### config.mk
export PLATFORM = sky130hd
export DESIGN_NAME = date_to_day_of_week
export DESIGN_NICKNAME = d
export VERILOG_FILES = /design/src/sv/dtdw_pkg.sv /design/src/sv/date_to_day_of_week.sv
export SDC_FILE = /design/constraint.sdc
export NUM_CORES = 1
export LEC_CHECK = 0
export BUFFER_PORTS_ARGS = -buffer_cell sky130_fd_sc_hd__buf_2
export CORE_MARGIN = 1.5
export CORE_UTILIZATION = 50
export DETAILED_ROUTE_END_ITERATION = 8
export PLACE_DENSITY = 0.67
export SKIP_CTS_REPAIR_TIMING = 1
export SLEW_MARGIN = 30
export SYNTH_ARGS = -nofsm -noshare
export SYNTH_HDL_FRONTEND = slang
export SYNTH_SLANG_ARGS = --single-unit
### constraint.sdc
create_clock -name clk -period 16.5 [get_ports clk]
set_input_delay 3.3 -clock clk [delete_from_list [all_inputs] [get_ports clk]]
set_output_delay 3.3 -clock clk [all_outputs]
set_load 0.01 [all_outputs]
### src/sv/dtdw_pkg.sv
// Beat types, calendar constants, month-length lookup and mod-7 helpers for the date converter.
package dtdw_pkg;

  localparam int unsigned YEAR_W  = 12;
  localparam int unsigned MONTH_W = 4;
  localparam int unsigned DAY_W   = 5;
  localparam int unsigned COUNT_W = 16;
  localparam int unsigned WDAY_W  = 3;
  localparam int unsigned YOFS_W  = 7;

  localparam logic [YEAR_W-1:0]  YEAR_BASE = 12'd2000;
  localparam logic [YEAR_W-1:0]  YEAR_LAST = 12'd2099;
  localparam logic [YOFS_W-1:0]  YOFS_MAX  = 7'd99;
  localparam logic [MONTH_W-1:0] MONTH_JAN = 4'd1;
  localparam logic [MONTH_W-1:0] MONTH_FEB = 4'd2;
  localparam logic [MONTH_W-1:0] MONTH_DEC = 4'd12;

  typedef struct packed {
    logic [YEAR_W-1:0]  year;
    logic [MONTH_W-1:0] month;
    logic [DAY_W-1:0]   day;
  } in_beat_t;

  typedef struct packed {
    logic [COUNT_W-1:0] day_count;
    logic [WDAY_W-1:0]  weekday;
    logic               invalid;
  } out_beat_t;

  // Days in a month of a common year; month codes outside 1..12 never reach here.
  function automatic logic [DAY_W-1:0] month_len(input logic [MONTH_W-1:0] m);
    logic [DAY_W-1:0] d;
    case (m)
      4'd2:                    d = 5'd28;
      4'd4, 4'd6, 4'd9, 4'd11: d = 5'd30;
      default:                 d = 5'd31;
    endcase
    return d;
  endfunction

  // Residue mod 7 of a day number up to 31, by at most four conditional subtracts.
  function automatic logic [WDAY_W-1:0] mod7_day(input logic [DAY_W-1:0] v);
    logic [DAY_W-1:0] t;
    t = v;
    for (int i = 0; i < 4; i++) begin
      if (t >= 5'd7) begin
        t = t - 5'd7;
      end
    end
    return t[WDAY_W-1:0];
  endfunction

  // Adds a small step (0..6) to a residue mod 7.
  function automatic logic [WDAY_W-1:0] mod7_add(input logic [WDAY_W-1:0] r,
                                                 input logic [WDAY_W-1:0] k);
    logic [WDAY_W:0] s;
    s = {1'b0, r} + {1'b0, k};
    if (s >= 4'd7) begin
      s = s - 4'd7;
    end
    return s[WDAY_W-1:0];
  endfunction

endpackage

### src/sv/date_to_day_of_week.sv
// Date to day count and weekday converter built around one shared accumulating adder.
// The count starts at the day, adds each prior month, then each year from 2000 before
// the given year on the same adder; an invalid month or day skips both walks.
// Throughput: one date at a time; busy stays high until the result beat is shown.
// out_valid is a one-cycle strobe and the receiver cannot stall it.
// Reset (rst_n low, synchronous) returns the sequencer to idle with no result pending.
module date_to_day_of_week (
  input  logic                clk,
  input  logic                rst_n,
  input  logic                start,
  output logic                busy,
  input  dtdw_pkg::in_beat_t  in_data,
  output logic                out_valid,
  output dtdw_pkg::out_beat_t out_data
);

  localparam logic [1:0] ST_IDLE = 2'd0;
  localparam logic [1:0] ST_MON  = 2'd1;
  localparam logic [1:0] ST_YR   = 2'd2;
  localparam logic [1:0] ST_DONE = 2'd3;

  logic [1:0]                     state_r, state_nxt;
  logic [dtdw_pkg::COUNT_W-1:0]   n_r, n_nxt;
  logic [dtdw_pkg::WDAY_W-1:0]    res_r, res_nxt;
  logic [dtdw_pkg::MONTH_W-1:0]   mon_end_r, mon_end_nxt;
  logic [dtdw_pkg::MONTH_W-1:0]   mon_r, mon_nxt;
  logic [dtdw_pkg::YOFS_W-1:0]    yofs_end_r, yofs_end_nxt;
  logic [dtdw_pkg::YOFS_W-1:0]    yofs_r, yofs_nxt;
  logic                           inv_r, inv_nxt;

  logic                           bad_date;
  logic [dtdw_pkg::YOFS_W-1:0]    yofs_in;
  logic [dtdw_pkg::YEAR_W-1:0]    year_diff;
  logic [dtdw_pkg::COUNT_W-1:0]   addend;
  logic [dtdw_pkg::WDAY_W-1:0]    res_step;
  logic [dtdw_pkg::DAY_W-1:0]     mlen;
  logic                           leap_cur;
  logic [dtdw_pkg::COUNT_W-1:0]   sum;
  logic [dtdw_pkg::WDAY_W-1:0]    wd_res;

  assign bad_date = (in_data.month == '0) || (in_data.month > dtdw_pkg::MONTH_DEC) ||
                    (in_data.day == '0);

  // Clamp the year to 2000..2099 and keep only the offset from 2000.
  assign year_diff = in_data.year - dtdw_pkg::YEAR_BASE;
  always_comb begin
    if (in_data.year < dtdw_pkg::YEAR_BASE) begin
      yofs_in = '0;
    end else if (in_data.year > dtdw_pkg::YEAR_LAST) begin
      yofs_in = dtdw_pkg::YOFS_MAX;
    end else begin
      yofs_in = year_diff[dtdw_pkg::YOFS_W-1:0];
    end
  end

  // Within 2000..2099 a year is leap exactly when its offset is a multiple of four.
  assign mlen = dtdw_pkg::month_len(mon_r);

  always_comb begin
    if (state_r == ST_MON) begin
      leap_cur = (yofs_end_r[1:0] == 2'b00) && (mon_r == dtdw_pkg::MONTH_FEB);
      addend   = {{(dtdw_pkg::COUNT_W-dtdw_pkg::DAY_W){1'b0}}, mlen} +
                 {{(dtdw_pkg::COUNT_W-1){1'b0}}, leap_cur};
      // Month lengths are 28..31, so their residue is the excess over four weeks.
      res_step = mlen[dtdw_pkg::WDAY_W-1:0] - 3'd4 + {2'b00, leap_cur};
    end else begin
      leap_cur = (yofs_r[1:0] == 2'b00);
      addend   = leap_cur ? 16'd366 : 16'd365;
      res_step = leap_cur ? 3'd2 : 3'd1;
    end
  end

  // The one shared adder of the datapath.
  assign sum = n_r + addend;

  always_comb begin
    state_nxt    = state_r;
    n_nxt        = n_r;
    res_nxt      = res_r;
    mon_end_nxt  = mon_end_r;
    mon_nxt      = mon_r;
    yofs_end_nxt = yofs_end_r;
    yofs_nxt     = yofs_r;
    inv_nxt      = inv_r;
    case (state_r)
      ST_IDLE: begin
        if (start) begin
          inv_nxt      = bad_date;
          n_nxt        = {{(dtdw_pkg::COUNT_W-dtdw_pkg::DAY_W){1'b0}}, in_data.day};
          res_nxt      = dtdw_pkg::mod7_day(in_data.day);
          mon_end_nxt  = in_data.month;
          mon_nxt      = dtdw_pkg::MONTH_JAN;
          yofs_end_nxt = yofs_in;
          yofs_nxt     = '0;
          state_nxt    = bad_date ? ST_DONE : ST_MON;
        end
      end
      ST_MON: begin
        if (mon_r == mon_end_r) begin
          state_nxt = ST_YR;
        end else begin
          n_nxt   = sum;
          res_nxt = dtdw_pkg::mod7_add(res_r, res_step);
          mon_nxt = mon_r + 4'd1;
        end
      end
      ST_YR: begin
        if (yofs_r == yofs_end_r) begin
          state_nxt = ST_DONE;
        end else begin
          n_nxt    = sum;
          res_nxt  = dtdw_pkg::mod7_add(res_r, res_step);
          yofs_nxt = yofs_r + 7'd1;
        end
      end
      ST_DONE: begin
        state_nxt = ST_IDLE;
      end
      default: begin
        state_nxt = ST_IDLE;
      end
    endcase
  end

  always_ff @(posedge clk) begin
    if (!rst_n) begin
      state_r <= ST_IDLE;
      inv_r   <= 1'b0;
    end else begin
      state_r <= state_nxt;
      inv_r   <= inv_nxt;
    end
  end

  always_ff @(posedge clk) begin
    n_r        <= n_nxt;
    res_r      <= res_nxt;
    mon_end_r  <= mon_end_nxt;
    mon_r      <= mon_nxt;
    yofs_end_r <= yofs_end_nxt;
    yofs_r     <= yofs_nxt;
  end

  // 2000-01-01 (count 1) was a Saturday, so the weekday is ((n + 5) mod 7) + 1.
  assign wd_res = dtdw_pkg::mod7_add(res_r, 3'd5);

  assign busy      = (state_r != ST_IDLE);
  assign out_valid = (state_r == ST_DONE);

  always_comb begin
    out_data.invalid = inv_r;
    if (inv_r) begin
      out_data.day_count = '0;
      out_data.weekday   = '0;
    end else begin
      out_data.day_count = n_r;
      out_data.weekday   = wd_res + 3'd1;
    end
  end

endmodule

======== After elaboration in Yosys (flattened, before gate mapping) ========
Index checks and enable logic that the tools add are counted.
Widths: inputs -> output; s select.
operators by class
  $add $sub $neg .......................... 16
  order comparisons ....................... 9
  equality and inequality tests ........... 15
  multiplexer cells ....................... 38
  reductions and logical operators ........ 19
operators with widths
  operator              count
  $mux 16               3
  $pmux 16 s3           1
  $mux 5                9
  $mux 3                7
  $mux 7                3
  $ge 5x3->1 const B    4
  $mux 19               1
  $add 16x16->16        1
  $sub 5x3->5 const B   3
  $pmux 7 s2            1
  $gt 12x12->1 const B  1
  $lt 12x11->1 const B  1
  $mux 2                6
  $sub 3x3->3 const B   4
  $mux 9                1
  $pmux 3 s3            1
  $reduce_and 3->1      3
  $eq 4x3->1 const B    2
  $eq 4x4->1 const B    2
  $ge 4x3->1 const B    2
  $mux 4                2
  $ne 2x2->1 const B    4
  $pmux 2 s4            1
  $pmux 4 s2            1
  other kinds (27)      33
word-level totals
  bits in registers ....................... 44
  bits of input ports ..................... 24
  output and inout bits ................... 22
  word-level logic and storage cells ...... 106

======== Longest topological paths before layout ========
  depth in word-level cells ............... 16
  mapped depth ............................ 26

======== Worst setup path after synthesis ========
OpenSTA, ideal clock, no wires.
  kind .................................... input to register
  from .................................... input in_data[0] in the netlist's numbering
  to ...................................... register res_r[0] in the netlist's numbering, data pin
  arrival ................................. 7.993 ns
  required time ........................... 16.348 ns
  setup slack ............................. 8.355 ns
  stages on the path ...................... 25
  cell sequence ........................... ha_1 -> buf_6 -> buf_2 -> o21ai_0 -> a21oi_1 -> a21oi_1 -> ha_1 -> buf_2 -> a21oi_1 -> or4_1 -> a22oi_2 -> nor2_1 -> mux2_2 -> ha_1 -> a22o_1 -> a221o_1 -> a221oi_2 -> mux2_2 -> ha_1 -> nor2_1 -> o211ai_1 -> a21boi_0 -> a41oi_1 -> a211o_1 -> a22oi_2
between the ends
  longest elaborated chain between the ends .. 16
  elaborated cells between the ends (all ways) .. 20
  classes of those cells .................. add/sub (4); order compare (4); mux (12)
ends and longest elaborated chain
  element                                    RTL line                        text
  start, declared                            date_to_day_of_week.sv:12       input dtdw_pkg::in_beat_t in_data,
  $sub 5x3->5 or $ge 5x3->1 (tied branches)  dtdw_pkg.sv:47, dtdw_pkg.sv:46
  $mux 5 (*)                                 dtdw_pkg.sv:46                  if (t >= 5'd7) begin
  $mux 5 (*)                                 date_to_day_of_week.sv:87       if (start) begin
  $mux 5 (*)                                 date_to_day_of_week.sv:85       case (state_r)
  $sub 5x3->5 or $ge 5x3->1 (tied branches)  dtdw_pkg.sv:47, dtdw_pkg.sv:46
  $mux 5 (*)                                 dtdw_pkg.sv:46
  $mux 5 (*)                                 date_to_day_of_week.sv:87
  $mux 5 (*)                                 date_to_day_of_week.sv:85
  $sub 5x3->5 or $ge 5x3->1 (tied branches)  dtdw_pkg.sv:47, dtdw_pkg.sv:46
  $mux 5 (*)                                 dtdw_pkg.sv:46
  $mux 5 (*)                                 date_to_day_of_week.sv:87
  $mux 5 (*)                                 date_to_day_of_week.sv:85
  $ge 5x3->1 or $sub 3x3->3 (tied branches)  dtdw_pkg.sv:46, dtdw_pkg.sv:47
  $mux 3 (*)                                 dtdw_pkg.sv:46
  $mux 3 (*)                                 date_to_day_of_week.sv:87
  $pmux 3 s3 (*)                             date_to_day_of_week.sv:85
  net res_nxt (one bit)                      date_to_day_of_week.sv:24       logic [dtdw_pkg::WDAY_W-1:0] res_r, res_nxt;
  end signal, assigned                       date_to_day_of_week.sv:137      res_r <= res_nxt;
  end, declared                              date_to_day_of_week.sv:24
The timed path passes the listed nets; every way through them passes the cells marked *. The select of a mux whose other input is x is not followed.
A chain may end at the register's enable or synchronous reset.

======== Worst setup path in the final report ========
Same ends and word-level chain as after synthesis.

==> flow_metrics.py <==
metrics = {
    "routing": {
        "num_vias": 3119,
        "drt_first_pass_iters": 4,
        "postRouteAntennaNets": 0,
        "drt-initial-drc-count": 135,
        "detail_route.drc_violations": 0,
        "wl_per_cell_um": 14.2,
        "detail_route.vias_per_cell": 5.58,
        "drt_wl_total_um": 7920,
    },
    "sta": {
        "setup_viol_count_final": 0,
        "slew_headroom": 0.490,
        "fin_tns_setup_ps": 0,
        "timing.final.crit_period_ps": 8890,
        "timing.clock.skew_ps": 13.3,
        "tightest_slew_ps": 764,
        "fmax_ghz": 0.112,
        "endpoints_failing_hold": 0,
        "finalMaxSlewViolations": 0,
        "rsz0062_at_grt": "false",
        "layout_worst_path_cycle_share": 0.539,
    },
    "synth": {
        "post_synthesis_cells": 421,
        "post-synth-top-area-fraction": 0.322,
        "cell_taking_the_most_area_after_synthesis": "sky130_fd_sc_hd__edfxtp_1",
        "postSynth.asyncResetShare": 0,
        "synth_top_flop_cell": "sky130_fd_sc_hd__edfxtp_1",
        "post_synth_most_frequent_cells": "sky130_fd_sc_hd__nor2_1, sky130_fd_sc_hd__edfxtp_1, sky130_fd_sc_hd__inv_1",
        "yosys.cell_count.top_type": "sky130_fd_sc_hd__nor2_1",
        "synth_sequential_area_ratio": 0.337,
        "cell_area_after_synthesis_sq_mm": 0.00383,
        "avgSynthCellArea_sq_um": 9.09,
        "synth_cell_type_count": 66,
        "synth_edf_count": 41,
        "synth_warnings": 0,
        "synth.ff_latch_count": 44,
        "post_synth_main_area_contributors": "sky130_fd_sc_hd__edfxtp_1, sky130_fd_sc_hd__ha_1, sky130_fd_sc_hd__nor2_1",
    },
    "pwr": {
        "pwr-share-comb": 0.607,
        "share_seq_of_total_power": 0.312,
        "totalPowerFinal_uw": 804,
        "peakVddDrop_uv": 65.9,
        "power_switching_share": 0.449,
        "clock_share_of_power": 0.081,
        "leakage_power_figure_uw": 0.00182,
        "power_density_mw_per_mm2": 192,
        "internal-power_uw": 443,
        "p_switching_uw": 361,
    },
    "setup_path": {
        "rr_worst_depth": 16,
        "critical_path_peak_fanout": 18,
        "critical_path_required_ps": 16640,
        "worstPathCellList": "buf_2, ha_1, a211oi_1, o2bb2ai_1, ha_1, a21oi_1, or4_1, a22oi_2, nor2_1, mux2_2, ha_1, a22o_1, a221o_1, a221oi_2, mux2_2, ha_1, nor2_1, o211ai_1, a21boi_0, a41oi_1, a211o_1, a22oi_2",
        "cp_data_arrival_time_ps": 9040,
        "critPathKind": "in -> reg",
        "crit_path_max_incr_delay_ps": 560,
        "critical-path-top-cell-by-count": "sky130_fd_sc_hd__ha_1",
        "critical_path.endpoint_type": "register",
        "timing.critical_path.buf_inv": 1,
        "stages_on_the_worst_setup_path": 22,
        "critical_path.startpoint_type": "input port",
        "timing.critical_path.slowest_stage_cell": "sky130_fd_sc_hd__ha_1",
        "cp_top_family": "compound AO/OA/AOI/OAI gates",
    },
    "die": {
        "die_width_um": 90.5,
        "core.rowCount": 31,
        "placeableCoreArea_sq_mm": 0.00733,
        "die_y_um": 90.5,
        "initial_utilization": 0.522,
        "design.portCount": 46,
        "die-area_sq_mm": 0.00819,
    },
    "final_layout": {
        "final_nets": 519,
        "multi_input_comb_area_sq_mm": 0.00232,
        "fill_cells": 682,
        "regArea_sq_mm": 0.00129,
        "synthToLayoutAreaGrowth_pct": 9.25,
        "final_util": 0.570,
        "n_antenna_cell": 0,
        "layout-drive-gt1-share": 0.148,
    },
    "clocking": {
        "numClockSinks": 44,
        "clock_tree.buffer_depth": 2,
        "cts_tree": "built",
        "clk_latency_ps": 300,
        "h-tree-depth": 2,
        "cts_root_buf": "sky130_fd_sc_hd__clkbuf_8",
        "path_clk_slew_ps": 80,
        "cts_made_buffers": 5,
    },
    "global_routing": {
        "number_of_antenna_violations_at_the_first_check_in_global_routing": 0,
        "grt_pass1_vias": 2946,
        "grt_max_degree": 22,
        "grt-ovfl-total": 0,
        "global_route_wire_length_before_repair_um": 13500,
        "globalRouteTotalUtil": 0.198,
    },
    "status": {
        "run_status": "finished, final reports clean",
    },
    "min_path": {
        "holdPathStages": 2,
        "worstHoldPathType": "reg -> reg",
    },
    "placed_design": {
        "buffer_ports.inserted": 45,
        "detailed_place_hpwl_um": 6110,
        "globalplace.congestion": 0.819,
    },
    "job": {
        "maximum_capacitance_violations": 0,
    },
}
-- cell families (layout without fill, tap and decap cells) --
group	after synthesis	count (layout)	share of synthesized area
muxes	9	9	0.0262
DFF	44	44	0.337
xor gates and xnor gates	37	37	0.0847
other	1	2	0.000980
AOI/OAI and AO/OA	98	98	0.182
and+or+nand+nor	144	144	0.188
buffers and inverters	52	90	0.0585
adders and majority gates	36	36	0.122
-- final cells by class --
class | count | share of cell area
Clock buffer | 7 | 0.0183
Multi-Input combinational cell | 326 | 0.554
Clock inverter | 1 | 0.00120
Inverter | 35 | 0.0314
Timing Repair Buffer | 47 | 0.0569
Tap cell | 99 | 0.0296
Sequential cell | 44 | 0.309
-- registers in the layout, indices dropped and copies added (netlist names) --
| register | count |
|---|---|
| inv_r | 1 |
| mon_end_r | 4 |
| mon_r | 4 |
| n_r | 16 |
| res_r | 3 |
| state_r | 2 |
| yofs_end_r | 7 |
| yofs_r | 7 |
-- path summary, 6_finish.rpt --
check	endpoint	slack (ps)	start
max reg2reg	n_r[11]	12540	mon_r[0]
min	state_r[0]	550	state_r[0]
max	res_r[0]	7610	in_data[0]
min reg2reg	state_r[0]	550	state_r[0]
-- power groups by stage --
| stage | Combinational (uW) | Clock, uW | Sequential (uW) |
|---|---|---|---|
| 4_1_cts | 491 | 66.3 | 252 |
| 3_3_place_gp | 475 | 0 | 251 |
| 6_report | 488 | 65.3 | 251 |
| 2_1_floorplan | 384 | 0 | 233 |
| 5_1_grt | 552 | 70.5 | 259 |
| 3_5_place_dp | 487 | 0 | 254 |
-- per-layer routing --
metal  up-vias  part of all wire  global-route usage
li1       1565                 -                   -
met1      1473              0.47               0.266
met2        70              0.48               0.329
met3        11             0.035              0.0286
met4         0             0.015              0.0608
met5         -                 0                   0
-- worst min-delay path: cells and delay by family (launching register included) --
kind / cells / cell delay, ps
flops: 1 / 340
compound gates: 1 / 50
simple gates: 1 / 110
-- per-stage QoR --
stage | std cells | hold slack (ps) | area (sq um) | worst slack [ps]
after floorplan | 422 | 509 | 3830 | 8350
after global placement | 550 | 527 | 4100 | 7620
after detailed placement | 550 | 542 | 4100 | 7350
after CTS | 558 | 549 | 4180 | 7650
after global routing | 559 | 571 | 4180 | 7230
final | 559 | 554 | 4180 | 7610
-- cells in the final DEF (no fill, tap or decap), types with 3 or more instances in the layout --
| cell | n |
|---|---|
| sky130_fd_sc_hd__a211oi_1 | 4 |
| sky130_fd_sc_hd__a21boi_0 | 3 |
| sky130_fd_sc_hd__a21o_1 | 7 |
| sky130_fd_sc_hd__a21oi_1 | 24 |
| sky130_fd_sc_hd__and2_1 | 7 |
| sky130_fd_sc_hd__and3_1 | 7 |
| sky130_fd_sc_hd__buf_2 | 46 |
| sky130_fd_sc_hd__clkbuf_8 | 5 |
| sky130_fd_sc_hd__dfxtp_1 | 3 |
| sky130_fd_sc_hd__edfxtp_1 | 41 |
| sky130_fd_sc_hd__ha_1 | 34 |
| sky130_fd_sc_hd__inv_1 | 35 |
| sky130_fd_sc_hd__mux2_2 | 4 |
| sky130_fd_sc_hd__mux2i_1 | 4 |
| sky130_fd_sc_hd__nand2_1 | 25 |
| sky130_fd_sc_hd__nand2b_1 | 3 |
| sky130_fd_sc_hd__nand3_1 | 12 |
| sky130_fd_sc_hd__nor2_1 | 48 |
| sky130_fd_sc_hd__nor2b_1 | 19 |
| sky130_fd_sc_hd__nor3_1 | 4 |
| sky130_fd_sc_hd__nor3b_1 | 3 |
| sky130_fd_sc_hd__nor4_1 | 5 |
| sky130_fd_sc_hd__o211a_1 | 3 |
| sky130_fd_sc_hd__o21ai_0 | 20 |
| sky130_fd_sc_hd__o21bai_1 | 4 |
| sky130_fd_sc_hd__xnor2_1 | 18 |
| sky130_fd_sc_hd__xor2_1 | 19 |
(Power assumes the default switching activity.)
